<file path="src/sv/rfs_pkg.sv">
`timescale 1ns / 1ps

package rfs_pkg;

    localparam int ChanNum  = 3;
    localparam int RamDepth = 8;
    localparam int RamAw    = $clog2(RamDepth);

    typedef enum logic [2:0] {
        CFG_START    = 3'd0,
        CFG_END      = 3'd1,
        CFG_FADE_IN  = 3'd2,
        CFG_FADE_OUT = 3'd3,
        CFG_HOLD     = 3'd4,
        CFG_REPEAT   = 3'd5,
        CFG_KEEP     = 3'd6,
        STATE_SLOT   = 3'd7
    } t_slot;

    typedef enum logic [2:0] {
        PH_FADE_IN  = 3'd0,
        PH_HOLD_HI  = 3'd1,
        PH_FADE_OUT = 3'd2,
        PH_HOLD_LO  = 3'd3,
        PH_DONE     = 3'd4
    } t_phase;

    typedef enum logic [1:0] {
        SRC_PREV,
        SRC_INTERP,
        SRC_END,
        SRC_START
    } t_src;

    typedef struct packed {
        t_phase      phase;
        logic [9:0]  fade_index;
        logic        fade_fresh;
        logic [7:0]  hold_count;
        logic [15:0] cycle_count;
        logic [2:0]  end_countdown;
        logic [23:0] shown_color;
        logic [15:0] last_delay;
    } t_seq_state;

    typedef struct packed {
        logic tick;
    } t_tick_item;

    typedef struct packed {
        logic [7:0]  red;
        logic [7:0]  green;
        logic [7:0]  blue;
        logic [15:0] delay_ms;
        logic        active;
    } t_frame_item;

    localparam int WordW = $bits(t_seq_state);

    localparam logic [23:0] StartColorRst = 24'hFFAE0B;
    localparam logic [23:0] HoldTimingRst = 24'd12;
    localparam logic [15:0] FinishDelay   = 16'd100;

    localparam t_seq_state StateRst = '{
        phase:         PH_FADE_IN,
        fade_index:    10'd0,
        fade_fresh:    1'b1,
        hold_count:    8'd0,
        cycle_count:   16'd1,
        end_countdown: 3'd5,
        shown_color:   24'd0,
        last_delay:    16'd0
    };

    function automatic logic [WordW-1:0] slot_reset(t_slot s);
        logic [WordW-1:0] w;
        w = '0;
        unique case (s)
            CFG_START:  w = WordW'(StartColorRst);
            CFG_HOLD:   w = WordW'(HoldTimingRst);
            CFG_KEEP:   w = WordW'(1'b1);
            STATE_SLOT: w = StateRst;
            default:    w = '0;
        endcase
        return w;
    endfunction

endpackage

</file>
<file path="src/sv/rfs_chan_if.sv">
`timescale 1ns / 1ps

interface rfs_chan_if #(
    parameter type T = logic
);
    logic valid;
    logic ready;
    T     data;

    modport source (output valid, output data, input ready);
    modport sink (input valid, input data, output ready);
endinterface

</file>
<file path="src/sv/rfs_ram.sv">
`timescale 1ns / 1ps

module rfs_ram #(
    parameter int W = 8,
    parameter int D = 8
) (
    input  logic                 i_clk,
    input  logic                 i_we,
    input  logic [$clog2(D)-1:0] i_waddr,
    input  logic [W-1:0]         i_wdata,
    input  logic [$clog2(D)-1:0] i_raddr,
    output logic [W-1:0]         o_rdata
);

    logic [W-1:0] r_mem [D];
    logic [W-1:0] r_rdata;

    always_ff @(posedge i_clk) begin
        if (i_we) begin
            r_mem[i_waddr] <= i_wdata;
        end
        r_rdata <= r_mem[i_raddr];
    end

    assign o_rdata = r_rdata;

endmodule

</file>
<file path="src/sv/rfs_interp.sv">
`timescale 1ns / 1ps

module rfs_interp import rfs_pkg::*; (
    input  logic        i_clk,
    input  logic        i_rst_n,
    input  logic        i_go,
    input  logic [23:0] i_start_color,
    input  logic [23:0] i_end_color,
    input  logic [7:0]  i_idx,
    input  logic [7:0]  i_steps,
    output logic        o_done,
    output logic [23:0] o_color
);

    localparam int NumW = 17;

    logic [NumW-1:0] r_rem [ChanNum];
    logic [NumW-1:0] n_rem [ChanNum];
    logic [NumW-1:0] num   [ChanNum];
    logic [7:0]      r_quo [ChanNum];
    logic [7:0]      n_quo [ChanNum];
    logic [NumW-1:0] r_dsh;
    logic [2:0]      r_cnt;
    logic            r_busy;
    logic            r_done;

    always_comb begin
        logic [15:0] prod_s;
        logic [15:0] prod_e;
        for (int k = 0; k < ChanNum; k++) begin
            prod_s = 16'(i_start_color[8*k +: 8]) * 16'(i_steps - i_idx);
            prod_e = 16'(i_end_color[8*k +: 8]) * 16'(i_idx);
            num[k] = {prod_s + prod_e, 1'b0} + NumW'(i_steps);
            if (r_rem[k] >= r_dsh) begin
                n_rem[k] = r_rem[k] - r_dsh;
                n_quo[k] = {r_quo[k][6:0], 1'b1};
            end else begin
                n_rem[k] = r_rem[k];
                n_quo[k] = {r_quo[k][6:0], 1'b0};
            end
        end
    end

    always_ff @(posedge i_clk) begin
        if (!i_rst_n) begin
            r_busy <= 1'b0;
            r_cnt  <= '0;
            r_done <= 1'b0;
        end else begin
            r_done <= 1'b0;
            if (r_busy) begin
                r_cnt <= r_cnt + 3'd1;
                if (r_cnt == 3'd7) begin
                    r_busy <= 1'b0;
                    r_done <= 1'b1;
                end
            end else if (i_go) begin
                r_busy <= 1'b1;
                r_cnt  <= '0;
            end
        end
    end

    always_ff @(posedge i_clk) begin
        if (r_busy) begin
            r_dsh <= r_dsh >> 1;
            for (int k = 0; k < ChanNum; k++) begin
                r_rem[k] <= n_rem[k];
                r_quo[k] <= n_quo[k];
            end
        end else if (i_go) begin
            r_dsh <= {1'b0, i_steps, 8'h00};
            for (int k = 0; k < ChanNum; k++) begin
                r_rem[k] <= num[k];
                r_quo[k] <= '0;
            end
        end
    end

    assign o_done  = r_done;
    assign o_color = {r_quo[2], r_quo[1], r_quo[0]};

endmodule

</file>
<file path="src/sv/rgb_fade_sequencer.sv">
`timescale 1ns / 1ps
// A tick is accepted only in the idle state, after the previous result has been
// handed on; a fade color is interpolated by the eight-step divider.
// A result waiting in the output register does not block the next input
// transfer.
// Reset: control state clears at once; memory entries read back their reset
// values until first written, so no clearing pass is needed.
module rgb_fade_sequencer import rfs_pkg::*; (
    input  logic              i_clk,
    input  logic              i_rst_n,
    rfs_chan_if.sink          i_tick_ch,
    rfs_chan_if.source        o_frame_ch,
    input  logic              i_cfg_we,
    input  logic [RamAw-1:0]  i_cfg_idx,
    input  logic [23:0]       i_cfg_wdata
);

    typedef enum logic [2:0] {
        S_IDLE,
        S_READ,
        S_STEPS,
        S_CTRL,
        S_INTERP,
        S_WB,
        S_OUT
    } t_fsm;

    t_fsm            r_state;
    logic [RamAw:0]  r_cnt;
    logic [RamDepth-1:0] r_valid;
    logic            r_rd_valid;
    t_slot           r_rd_slot;
    logic            r_tick;
    logic [23:0]     r_start;
    logic [23:0]     r_end;
    logic [23:0]     r_fin;
    logic [23:0]     r_fout;
    logic [23:0]     r_hold;
    logic [15:0]     r_rep;
    logic            r_keep;
    t_seq_state      r_st;
    t_seq_state      r_nx;
    t_src            r_src;
    logic [7:0]      r_iidx;
    logic            r_act;
    logic [7:0]      r_steps;
    logic            r_go;
    logic [23:0]     r_icolor;
    t_frame_item     r_res;
    t_frame_item     r_out;
    logic            r_out_valid;

    t_seq_state      n_nx;
    t_src            n_src;
    logic [7:0]      n_iidx;
    logic            n_act;
    logic [7:0]      n_steps;
    logic [23:0]     wb_color;
    t_seq_state      wb_state;

    logic            ram_we;
    logic [RamAw-1:0] ram_waddr;
    logic [WordW-1:0] ram_wdata;
    logic [RamAw-1:0] ram_raddr;
    logic [WordW-1:0] ram_rdata;
    logic [WordW-1:0] rd_word;
    logic [23:0]     cfg_data;
    logic            cfg_hit;
    logic            interp_done;
    logic [23:0]     interp_color;

    // Memory port: configuration writes, state write-back, sequential reads
    always_comb begin
        cfg_hit = i_cfg_we && (i_cfg_idx <= CFG_KEEP);
        unique case (t_slot'(i_cfg_idx))
            CFG_REPEAT: cfg_data = {8'h00, i_cfg_wdata[15:0]};
            CFG_KEEP:   cfg_data = {23'h0, i_cfg_wdata[0]};
            default:    cfg_data = i_cfg_wdata;
        endcase
        ram_we    = cfg_hit || (r_state == S_WB);
        ram_waddr = (r_state == S_WB) ? RamAw'(STATE_SLOT) : i_cfg_idx;
        ram_wdata = (r_state == S_WB) ? WordW'(wb_state) : WordW'(cfg_data);
        ram_raddr = r_cnt[RamAw-1:0];
        rd_word   = r_rd_valid ? ram_rdata : slot_reset(r_rd_slot);
    end

    rfs_ram #(
        .W (WordW),
        .D (RamDepth)
    ) u_ram (
        .i_clk   (i_clk),
        .i_we    (ram_we),
        .i_waddr (ram_waddr),
        .i_wdata (ram_wdata),
        .i_raddr (ram_raddr),
        .o_rdata (ram_rdata)
    );

    rfs_interp u_interp (
        .i_clk         (i_clk),
        .i_rst_n       (i_rst_n),
        .i_go          (r_go),
        .i_start_color (r_start),
        .i_end_color   (r_end),
        .i_idx         (r_iidx),
        .i_steps       (r_steps),
        .o_done        (interp_done),
        .o_color       (interp_color)
    );

    // Largest channel span, zero taken as one
    always_comb begin
        logic [7:0] a;
        logic [7:0] b;
        logic [7:0] d;
        logic [7:0] m;
        m = '0;
        for (int k = 0; k < ChanNum; k++) begin
            a = r_end[8*k +: 8];
            b = r_start[8*k +: 8];
            d = (a >= b) ? a - b : b - a;
            if (d > m) begin
                m = d;
            end
        end
        n_steps = (m == '0) ? 8'd1 : m;
    end

    // Phase walk for one tick
    always_comb begin
        logic shown;
        n_nx   = r_st;
        n_src  = SRC_PREV;
        n_iidx = '0;
        n_act  = 1'b1;
        shown  = 1'b0;
        if (!r_tick) begin
            n_act = !(r_st.phase == PH_DONE && r_st.end_countdown == '0 && !r_keep);
        end else begin
            if (n_nx.phase == PH_FADE_IN) begin
                shown = 1'b0;
                if (r_fin[23:16] != '0) begin
                    if (n_nx.fade_fresh) begin
                        n_nx.fade_fresh = 1'b0;
                        n_nx.fade_index = '0;
                        n_src  = SRC_INTERP;
                        n_iidx = '0;
                        shown  = 1'b1;
                    end else if (n_nx.fade_index <= 10'(r_steps)) begin
                        n_src  = SRC_INTERP;
                        n_iidx = n_nx.fade_index[7:0];
                        n_nx.fade_index = n_nx.fade_index + 10'(r_fin[23:16]);
                        shown  = 1'b1;
                    end
                end
                if (shown) begin
                    n_nx.last_delay = r_fin[15:0];
                end else begin
                    n_nx.phase      = PH_HOLD_HI;
                    n_nx.fade_fresh = 1'b1;
                    n_nx.fade_index = '0;
                end
            end
            if (n_nx.phase == PH_HOLD_HI) begin
                if (n_nx.hold_count < r_hold[23:16]) begin
                    n_src = SRC_END;
                    n_nx.last_delay = {8'h00, r_hold[7:0]};
                    n_nx.hold_count = n_nx.hold_count + 8'd1;
                end else begin
                    n_nx.phase      = PH_FADE_OUT;
                    n_nx.hold_count = '0;
                end
            end
            if (n_nx.phase == PH_FADE_OUT) begin
                shown = 1'b0;
                if (r_fout[23:16] != '0) begin
                    if (n_nx.fade_fresh) begin
                        n_nx.fade_fresh = 1'b0;
                        n_nx.fade_index = '0;
                        n_src  = SRC_INTERP;
                        n_iidx = r_steps;
                        shown  = 1'b1;
                    end else if (n_nx.fade_index <= 10'(r_steps)) begin
                        n_src  = SRC_INTERP;
                        n_iidx = r_steps - n_nx.fade_index[7:0];
                        n_nx.fade_index = n_nx.fade_index + 10'(r_fout[23:16]);
                        shown  = 1'b1;
                    end
                end
                if (shown) begin
                    n_nx.last_delay = r_fout[15:0];
                end else begin
                    n_nx.phase      = PH_HOLD_LO;
                    n_nx.fade_fresh = 1'b1;
                    n_nx.fade_index = '0;
                end
            end
            if (n_nx.phase == PH_HOLD_LO) begin
                if (n_nx.hold_count < r_hold[15:8]) begin
                    n_src = SRC_START;
                    n_nx.last_delay = {8'h00, r_hold[7:0]};
                    n_nx.hold_count = n_nx.hold_count + 8'd1;
                end else begin
                    n_nx.hold_count = '0;
                    n_nx.fade_fresh = 1'b1;
                    n_nx.fade_index = '0;
                    if (r_rep != '0 && n_nx.cycle_count >= r_rep) begin
                        n_nx.phase = PH_DONE;
                    end else begin
                        if (n_nx.cycle_count != 16'hFFFF) begin
                            n_nx.cycle_count = n_nx.cycle_count + 16'd1;
                        end
                        n_nx.phase = PH_FADE_IN;
                    end
                end
            end
            if (n_nx.phase == PH_DONE) begin
                if (n_nx.end_countdown != '0 || r_keep) begin
                    n_nx.last_delay = FinishDelay;
                end else begin
                    n_act = 1'b0;
                end
                if (n_nx.end_countdown != '0) begin
                    n_nx.end_countdown = n_nx.end_countdown - 3'd1;
                end
            end
        end
    end

    always_comb begin
        case (r_src)
            SRC_INTERP: wb_color = r_icolor;
            SRC_END:    wb_color = r_end;
            SRC_START:  wb_color = r_start;
            default:    wb_color = r_nx.shown_color;
        endcase
        wb_state             = r_nx;
        wb_state.shown_color = wb_color;
    end

    always_ff @(posedge i_clk) begin
        if (!i_rst_n) begin
            r_state     <= S_IDLE;
            r_cnt       <= '0;
            r_valid     <= '0;
            r_rd_valid  <= 1'b0;
            r_rd_slot   <= CFG_START;
            r_go        <= 1'b0;
            r_out_valid <= 1'b0;
        end else begin
            r_go <= 1'b0;
            if (ram_we) begin
                r_valid[ram_waddr] <= 1'b1;
            end
            if (o_frame_ch.ready && r_state != S_OUT) begin
                r_out_valid <= 1'b0;
            end
            unique case (r_state)
                S_IDLE: begin
                    r_cnt <= '0;
                    if (i_tick_ch.valid) begin
                        r_state <= S_READ;
                    end
                end
                S_READ: begin
                    r_rd_valid <= r_valid[ram_raddr];
                    r_rd_slot  <= t_slot'(ram_raddr);
                    r_cnt      <= r_cnt + (RamAw+1)'(1);
                    if (r_cnt == (RamAw+1)'(RamDepth)) begin
                        r_state <= S_STEPS;
                    end
                end
                S_STEPS: begin
                    r_state <= S_CTRL;
                end
                S_CTRL: begin
                    if (n_src == SRC_INTERP) begin
                        r_go    <= 1'b1;
                        r_state <= S_INTERP;
                    end else begin
                        r_state <= S_WB;
                    end
                end
                S_INTERP: begin
                    if (interp_done) begin
                        r_state <= S_WB;
                    end
                end
                S_WB: begin
                    r_state <= S_OUT;
                end
                S_OUT: begin
                    if (!r_out_valid || o_frame_ch.ready) begin
                        r_out_valid <= 1'b1;
                        r_state     <= S_IDLE;
                    end
                end
                default: begin
                    r_state <= S_IDLE;
                end
            endcase
        end
    end

    always_ff @(posedge i_clk) begin
        if (r_state == S_IDLE && i_tick_ch.valid) begin
            r_tick <= i_tick_ch.data.tick;
        end
        if (r_state == S_READ && r_cnt != '0) begin
            case (r_rd_slot)
                CFG_START:    r_start <= rd_word[23:0];
                CFG_END:      r_end   <= rd_word[23:0];
                CFG_FADE_IN:  r_fin   <= rd_word[23:0];
                CFG_FADE_OUT: r_fout  <= rd_word[23:0];
                CFG_HOLD:     r_hold  <= rd_word[23:0];
                CFG_REPEAT:   r_rep   <= rd_word[15:0];
                CFG_KEEP:     r_keep  <= rd_word[0];
                default:      r_st    <= t_seq_state'(rd_word);
            endcase
        end
        if (r_state == S_STEPS) begin
            r_steps <= n_steps;
        end
        if (r_state == S_CTRL) begin
            r_nx   <= n_nx;
            r_src  <= n_src;
            r_iidx <= n_iidx;
            r_act  <= n_act;
        end
        if (r_state == S_INTERP && interp_done) begin
            r_icolor <= interp_color;
        end
        if (r_state == S_WB) begin
            r_res.red      <= r_act ? wb_color[23:16] : 8'h00;
            r_res.green    <= r_act ? wb_color[15:8] : 8'h00;
            r_res.blue     <= r_act ? wb_color[7:0] : 8'h00;
            r_res.delay_ms <= r_act ? r_nx.last_delay : 16'h0000;
            r_res.active   <= r_act;
        end
        if (r_state == S_OUT && (!r_out_valid || o_frame_ch.ready)) begin
            r_out <= r_res;
        end
    end

    assign i_tick_ch.ready  = (r_state == S_IDLE);
    assign o_frame_ch.valid = r_out_valid;
    assign o_frame_ch.data  = r_out;

endmodule

</file>
<file path="src/flat_wrapper.sv">
// flat-port wrapper written by rule: the top's interface ports become plain ports
module rgb_fade_sequencer_flat import rfs_pkg::*;
  (i_clk, i_rst_n, i_cfg_we, i_cfg_idx, i_cfg_wdata, i_tick_ch_valid, i_tick_ch_data, i_tick_ch_ready, o_frame_ch_valid, o_frame_ch_data, o_frame_ch_ready);
  rfs_chan_if #(.T(t_tick_item)) i_tick_ch_i ();
  rfs_chan_if #(.T(t_frame_item)) o_frame_ch_i ();
  input  logic i_clk;
  input  logic i_rst_n;
  input  logic i_cfg_we;
  input  logic [RamAw-1:0] i_cfg_idx;
  input  logic [23:0] i_cfg_wdata;
  input wire logic [$bits(i_tick_ch_i.valid)-1:0] i_tick_ch_valid;
  input wire logic [$bits(i_tick_ch_i.data)-1:0] i_tick_ch_data;
  output wire logic [$bits(i_tick_ch_i.ready)-1:0] i_tick_ch_ready;
  output wire logic [$bits(o_frame_ch_i.valid)-1:0] o_frame_ch_valid;
  output wire logic [$bits(o_frame_ch_i.data)-1:0] o_frame_ch_data;
  input wire logic [$bits(o_frame_ch_i.ready)-1:0] o_frame_ch_ready;
  assign i_tick_ch_i.valid = i_tick_ch_valid;
  assign i_tick_ch_i.data = i_tick_ch_data;
  assign i_tick_ch_ready = i_tick_ch_i.ready;
  assign o_frame_ch_valid = o_frame_ch_i.valid;
  assign o_frame_ch_data = o_frame_ch_i.data;
  assign o_frame_ch_i.ready = o_frame_ch_ready;
  rgb_fade_sequencer u_core (.i_clk(i_clk), .i_rst_n(i_rst_n), .i_tick_ch(i_tick_ch_i), .o_frame_ch(o_frame_ch_i), .i_cfg_we(i_cfg_we), .i_cfg_idx(i_cfg_idx), .i_cfg_wdata(i_cfg_wdata));
endmodule
</file>
<file path="config.mk">
export PLATFORM = sky130hd
export DESIGN_NAME = rgb_fade_sequencer_flat
export DESIGN_NICKNAME = d
export VERILOG_FILES = /design/src/sv/rfs_pkg.sv /design/src/sv/rfs_chan_if.sv /design/src/sv/rfs_ram.sv /design/src/sv/rfs_interp.sv /design/src/sv/rgb_fade_sequencer.sv /design/src/flat_wrapper.sv
export SDC_FILE = /design/constraint.sdc
export NUM_CORES = 2
export LEC_CHECK = 0
export ABC_CLOCK_PERIOD_IN_PS = 8000
export BUFFER_PORTS_ARGS = -buffer_cell sky130_fd_sc_hd__buf_4
export CORE_UTILIZATION = 40
export DETAILED_ROUTE_END_ITERATION = 12
export GPL_ROUTABILITY_DRIVEN = 1
export PLACE_DENSITY = 0.54
export SETUP_SLACK_MARGIN = 0.5
export SLEW_MARGIN = 10
export SYNTH_ARGS = -nofsm -noshare
export SYNTH_HDL_FRONTEND = slang
export SYNTH_SLANG_ARGS = --single-unit
</file>
<file path="constraint.sdc">
create_clock -name i_clk -period 8 [get_ports i_clk]
set_input_delay 1.6 -clock i_clk [delete_from_list [all_inputs] [get_ports i_clk]]
set_output_delay 1.6 -clock i_clk [all_outputs]
set_load 0.1 [all_outputs]
</file>
* Yosys cells after proc, flatten, opt, wreduce, memory -nomap -nowiden
Memory sizes are Yosys's and may differ from the RTL's. A register that Yosys moved wholly into a read port is not among the register bits. Cells that the tools add are included.
Operators by class: $mul 6, bitwise logic cells 8, add/sub/neg operators 25, mux-type cells 128, order comparisons 18, reduce and logical (&&, ||, !) cells 40, equality and inequality tests 32
Operators with widths (count):
- case mux 68 bit (4 select lines) | 1
- two-way mux 16 bit | 16
- two-way mux 8 bit | 21
- two-way mux 81 bit | 2
- two-way mux 17 bit | 6
- two-way mux 14 bit | 7
- two-way mux 38 bit | 2
- case mux 24 bit (3 select lines) | 1
- subtractor 8 bit | 7
- adder 17 x 8 -> 17 bit | 3
- greater-or-equal comparator 17 x 16 -> 1 bit | 3
- subtractor 17 x 16 -> 17 bit | 3
- adder 16 bit | 3
- multiplier 8 x 16 -> 16 bit | 3
- multiplier 8 x 8 -> 16 bit | 3
- case mux 24 bit (2 select lines) | 1
- two-way mux 41 bit | 1
- two-way mux 10 bit | 4
- two-way mux 3 bit | 13
- equality test 3 bit, second input constant | 12
- two-way mux 1 bit | 34
- greater-or-equal comparator 8 bit | 3
- two-way mux 2 bit | 12
- two-way mux 11 bit | 2
- other kinds (45) | 94
Storage, ports and cells: output and inout port bits 43, memories 3, memory bits (writable) 723, register bits 467
Memories:
- u_core.u_ram.r_mem | words 8, width 81, read ports 1, clocked after Yosys merged registers in 1, wr ports 1, RTL line rfs_ram.sv:15 | logic [W-1:0] r_mem [D];
- u_core.u_interp.r_rem | words 3, width 17, read ports 3, clocked after Yosys merged registers in 0, wr ports 3, RTL line rfs_interp.sv:17 | logic [NumW-1:0] r_rem [ChanNum];
- u_core.u_interp.r_quo | words 3, width 8, read ports 3, clocked after Yosys merged registers in 0, wr ports 3, RTL line rfs_interp.sv:20 | logic [7:0] r_quo [ChanNum];

* Longest topological paths before layout
word-level depth 24, mapped depth 34, gate-level depth less buffers 32

* By module
A second synthesis with hierarchy kept.
Unflattened totals: cell total of the unflattened synthesis 5398, area, all modules 72072.9 µm²
By module, submodules not included:
- rfs_ram | sequential area each 21080.2 µm², cells each 1030, instances 1, area an instance 26350.3 µm²
- rgb_fade_sequencer | sequential area each 13182.6 µm², cells each 1888, instances 1, area an instance 23354.9 µm²
- rfs_interp | sequential area each 2832.7 µm², cells each 2480, instances 1, area an instance 22367.7 µm²

* Least setup slack after synthesis
OpenSTA, ideal clock, no wires.
kind register -> register, start reg u_core.r_iidx[1], end mem u_core.u_interp.r_rem[0][16], data pin, period minus slack after synthesis 8.266 ns, cell stages (with the launch flop) 34, path buffers 3, setup slack -0.266 ns, arrival time 8.114 ns, library setup time 0.152 ns, required time 7.848 ns, cells stage by stage edfxtp_1 > clkinv_1 > clkbuf_1 > ha_1 > nor2b_1 > o21ai_0 > a21boi_0 > o21ai_0 > nand2b_1 > a21o_1 > a21oi_1 > xnor2_1 > clkbuf_1 > nand2_1 > fa_1 > fa_1 > fa_1 > fa_1 > inv_1 > fa_1 > inv_1 > fa_1 > inv_1 > ha_1 > clkbuf_1 > o21a_1 > o21ai_0 > a21oi_1 > nor3_1 > a311oi_2 > nand4_1 > o31a_1 > or3_1 > a31oi_1
RTL lines:
- start: declaration | RTL line rgb_fade_sequencer.sv:44 | logic [7:0] r_iidx;
- start signal: assignment | RTL line rgb_fade_sequencer.sv:327 | r_iidx <= n_iidx;
- end: declaration | RTL line rfs_interp.sv:17

==> summary.md <==
| Metric | Value |
|---|---|
| Outcome | `finished, final reports clean` |
| Count leader, synth | `edfxtp_1` |
| Final Hold Vio Count | `0` |
| DP HPWL | `127000 um` |
| Worst slew pin tran | `1150 ps` |
| CTS buffer count | `139` |
| CTS tree | `built` |
| Core area | `176000 sq um` |
| First-pass GRT wire length | `283000 um` |
| Worst EP required | `8640 ps` |
| Max-slew violations | `0` |
| RePlAce Congestion | `0.880` |
| Vias per cell | `5.30` |
| DIE AREA | `179000 sq um` |
| Total of max-cap violations | `0` |
| Drt drc | `0` |
| Final nets | `6492` |
| Worst-Skew Late Latency | `800 ps` |
| Worst path slowest cell | `fa_1` |
| WL/cell | `23.3 um` |
| Initial Util | `40.2%` |
| Synth async-reset ratio | `0%` |
| Biggest area consumer among synthesized cells | `edfxtp_1` |
| Clk root buf | `clkbuf_16` |
| Synth cell count leaders | `edfxtp_1 (1164), inv_1 (655), nand2_1 (540), ha_1 (375), fa_1 (364)` |
| Clock sink count | `1271` |
| Fin crit share | `94.7%` |
| Syn Nets | `6271` |
| Fmax | `132 MHz` |
| Post-route cell area | `80900 sq um` |
| Mean Syn Cell Area | `12.9 sq um` |
| Min-delay worst type | `register to register` |
| Synth warn | `0` |
| Final std cells w/o fill | `8178` |
| WP data arrival | `8210 ps` |
| Commonest register cell after synthesis | `edfxtp_1` |
| Mapped Area | `70900 sq um` |
| FF+latch count, synth | `1271` |
| RSZ-0062 raised after global routing | `yes` |
| Netlist cell types | `86` |
| Final setup vio count | `0` |
| DR pass1 iterations | `5` |
| Routed Antenna Nets | `0` |
| # rows | `154` |
| Most Frequent Cell on Critical Path | `fa_1` |
| Min Tclk post-route | `7570 ps` |
| CTS max path bufs | `3` |
| Top post-synthesis cells by area | `edfxtp_1 (49%), fa_1 (10%), ha_1 (6.6%)` |
| Initial antenna violation count | `5` |
| DRT iter0 DRCs | `3651` |
| Post-synthesis sequential area ratio | `52.4%` |
| Clk_skew | `47.3 ps` |
| CP startpoint kind | `register` |
| Max-slew headroom | `23.6%` |
| Die H | `423 um` |
| Die width | `423 um` |
| Via count | `43.4k` |
| I/O Pins | `76` |
| Crit end category | `register` |
| Layout cell share with drive strength beyond 1 | `15.5%` |
| Crit Path Class | `register to register` |
| CP max FO | `9` |
| CTS H-Tree Depth | `4` |
| Final wirelength | `191000 um` |
| Placed Area | `74900 sq um` |
| # hold bufs at CTS | `0` |
| Worst-path clk slew | `60 ps` |
| Vias in the first global route | `44.4k` |
| Placed insts | `7835` |
| Syn Inst Count | `5499` |
| Global Route Usage Sum | `21.2%` |
| Largest net degree at the start of global routing | `111` |
| PortBufs | `75` |
| Area growth syn-to-layout | `14.2%` |
| Top cell type's share of synthesized area | `49.3%` |
| Overflow after GRT | `0` |
| Slowest cell delay on critical path | `570 ps` |
| Layout Utilization | `46.0%` |
| Number of synthesized flops with an enable pin | `1164` |
[flip-flops by register name (all words and copies together) (netlist names), 4 cells and up]
signal / count
u_core.r_fin: 24
u_core.u_interp.r_rem: 51
u_core.r_valid: 8
u_core.r_res: 41
u_core.u_interp.r_dsh: 16
u_core.r_end: 24
u_core.r_nx: 81
u_core.r_cnt: 4
u_core.r_st: 57
u_core.r_steps: 8
u_core.r_hold: 24
u_core.n_nx: 24
u_core.o_frame_ch.data: 41
u_core.u_ram.r_mem: 648
u_core.r_start: 24
u_core.r_iidx: 8
u_core.r_rep: 16
u_core.r_fout: 24
u_core.r_icolor: 24
u_core.u_interp.r_quo: 24
u_core.u_ram.o_rdata: 81
[metrics by stage]
stage	TNS, ps	setup slack (ps)	hold slack, ps
final	0	428	419
after global routing	0	110	421
after CTS	0	466	420
after detailed placement	-586	-311	406
after global placement	-169	-169	401
after floorplan	0	279	400
[final timing paths]
check / from / end / slack, ps / cells past startpoint
worst max register to register: u_core.r_steps[0] / u_core.u_interp.r_rem[0][16] / 430 / 30
worst max-delay path: u_core.r_steps[0] / u_core.u_interp.r_rem[0][16] / 430 / 30
worst min-delay path: u_core.r_res[7] / u_core.o_frame_ch.data[7] / 420 / 0
worst min register to register: u_core.r_res[7] / u_core.o_frame_ch.data[7] / 420 / 0
[area by class of cell]
cell class / count / area, sq um
Fill cell: 15900 / 95200
Clock inverter: 68 / 659
Timing Repair Buffer: 285 / 2400
Tap cell: 2340 / 2930
Clock buffer: 190 / 3880
Inverter: 661 / 2490
Antenna cell: 1 / 2.50
Multi-Input combinational cell: 3362 / 31500
Sequential cell: 1271 / 37100
[metal layers]
metal	part of all wire (%)	routed length (um)	GRT usage, %
met5	0	0	0
met3	6.2	11900	4.38
met4	2.3	4390	5.72
met2	46	87400	33.4
met1	46	87000	29.8
[kinds of logic after synthesis]
group / share of synthesized area (%)
and+or+nand+nor: 10.4
DFF: 52.4
buffers and inverters: 4.61
adders and majority gates: 16.9
AOI/OAI and AO/OA: 6.53
muxes: 6.92
xor gates and xnor gates: 2.29
[layout by cell type (no fill, tap or decap), types with 129 or more instances in the layout]
master,n
buf_4,255
and2_1,295
nand2_1,532
fa_1,360
mux4_2,188
inv_1,630
nor2_1,247
ha_1,352
a21oi_1,180
xnor2_1,129
edfxtp_1,1164
clkbuf_16,143
[what timing repair did]
| action | CTS | global route |
|---|---|---|
| resized for setup | 88 | 88 |
| gates cloned | 0 | 2 |
| setup endpoints to repair | 22 | 24 |
| pin swaps | 82 | 92 |
| setup buffers | 51 | 31 |
[worst max-delay path, delay by kind of cell (launching register included)]
family / cells / cell delay [ps]
adders and majority gates: 9 / 3870
AOI/OAI and AO/OA: 8 / 1420
and+or+nand+nor: 5 / 840
buffers and inverters: 6 / 440
xor gates and xnor gates: 2 / 440
DFF: 1 / 420
Power is left out: the tool's default activity adds up to more than one toggle a clock period on the data nets, which glitch-free logic cannot reach.
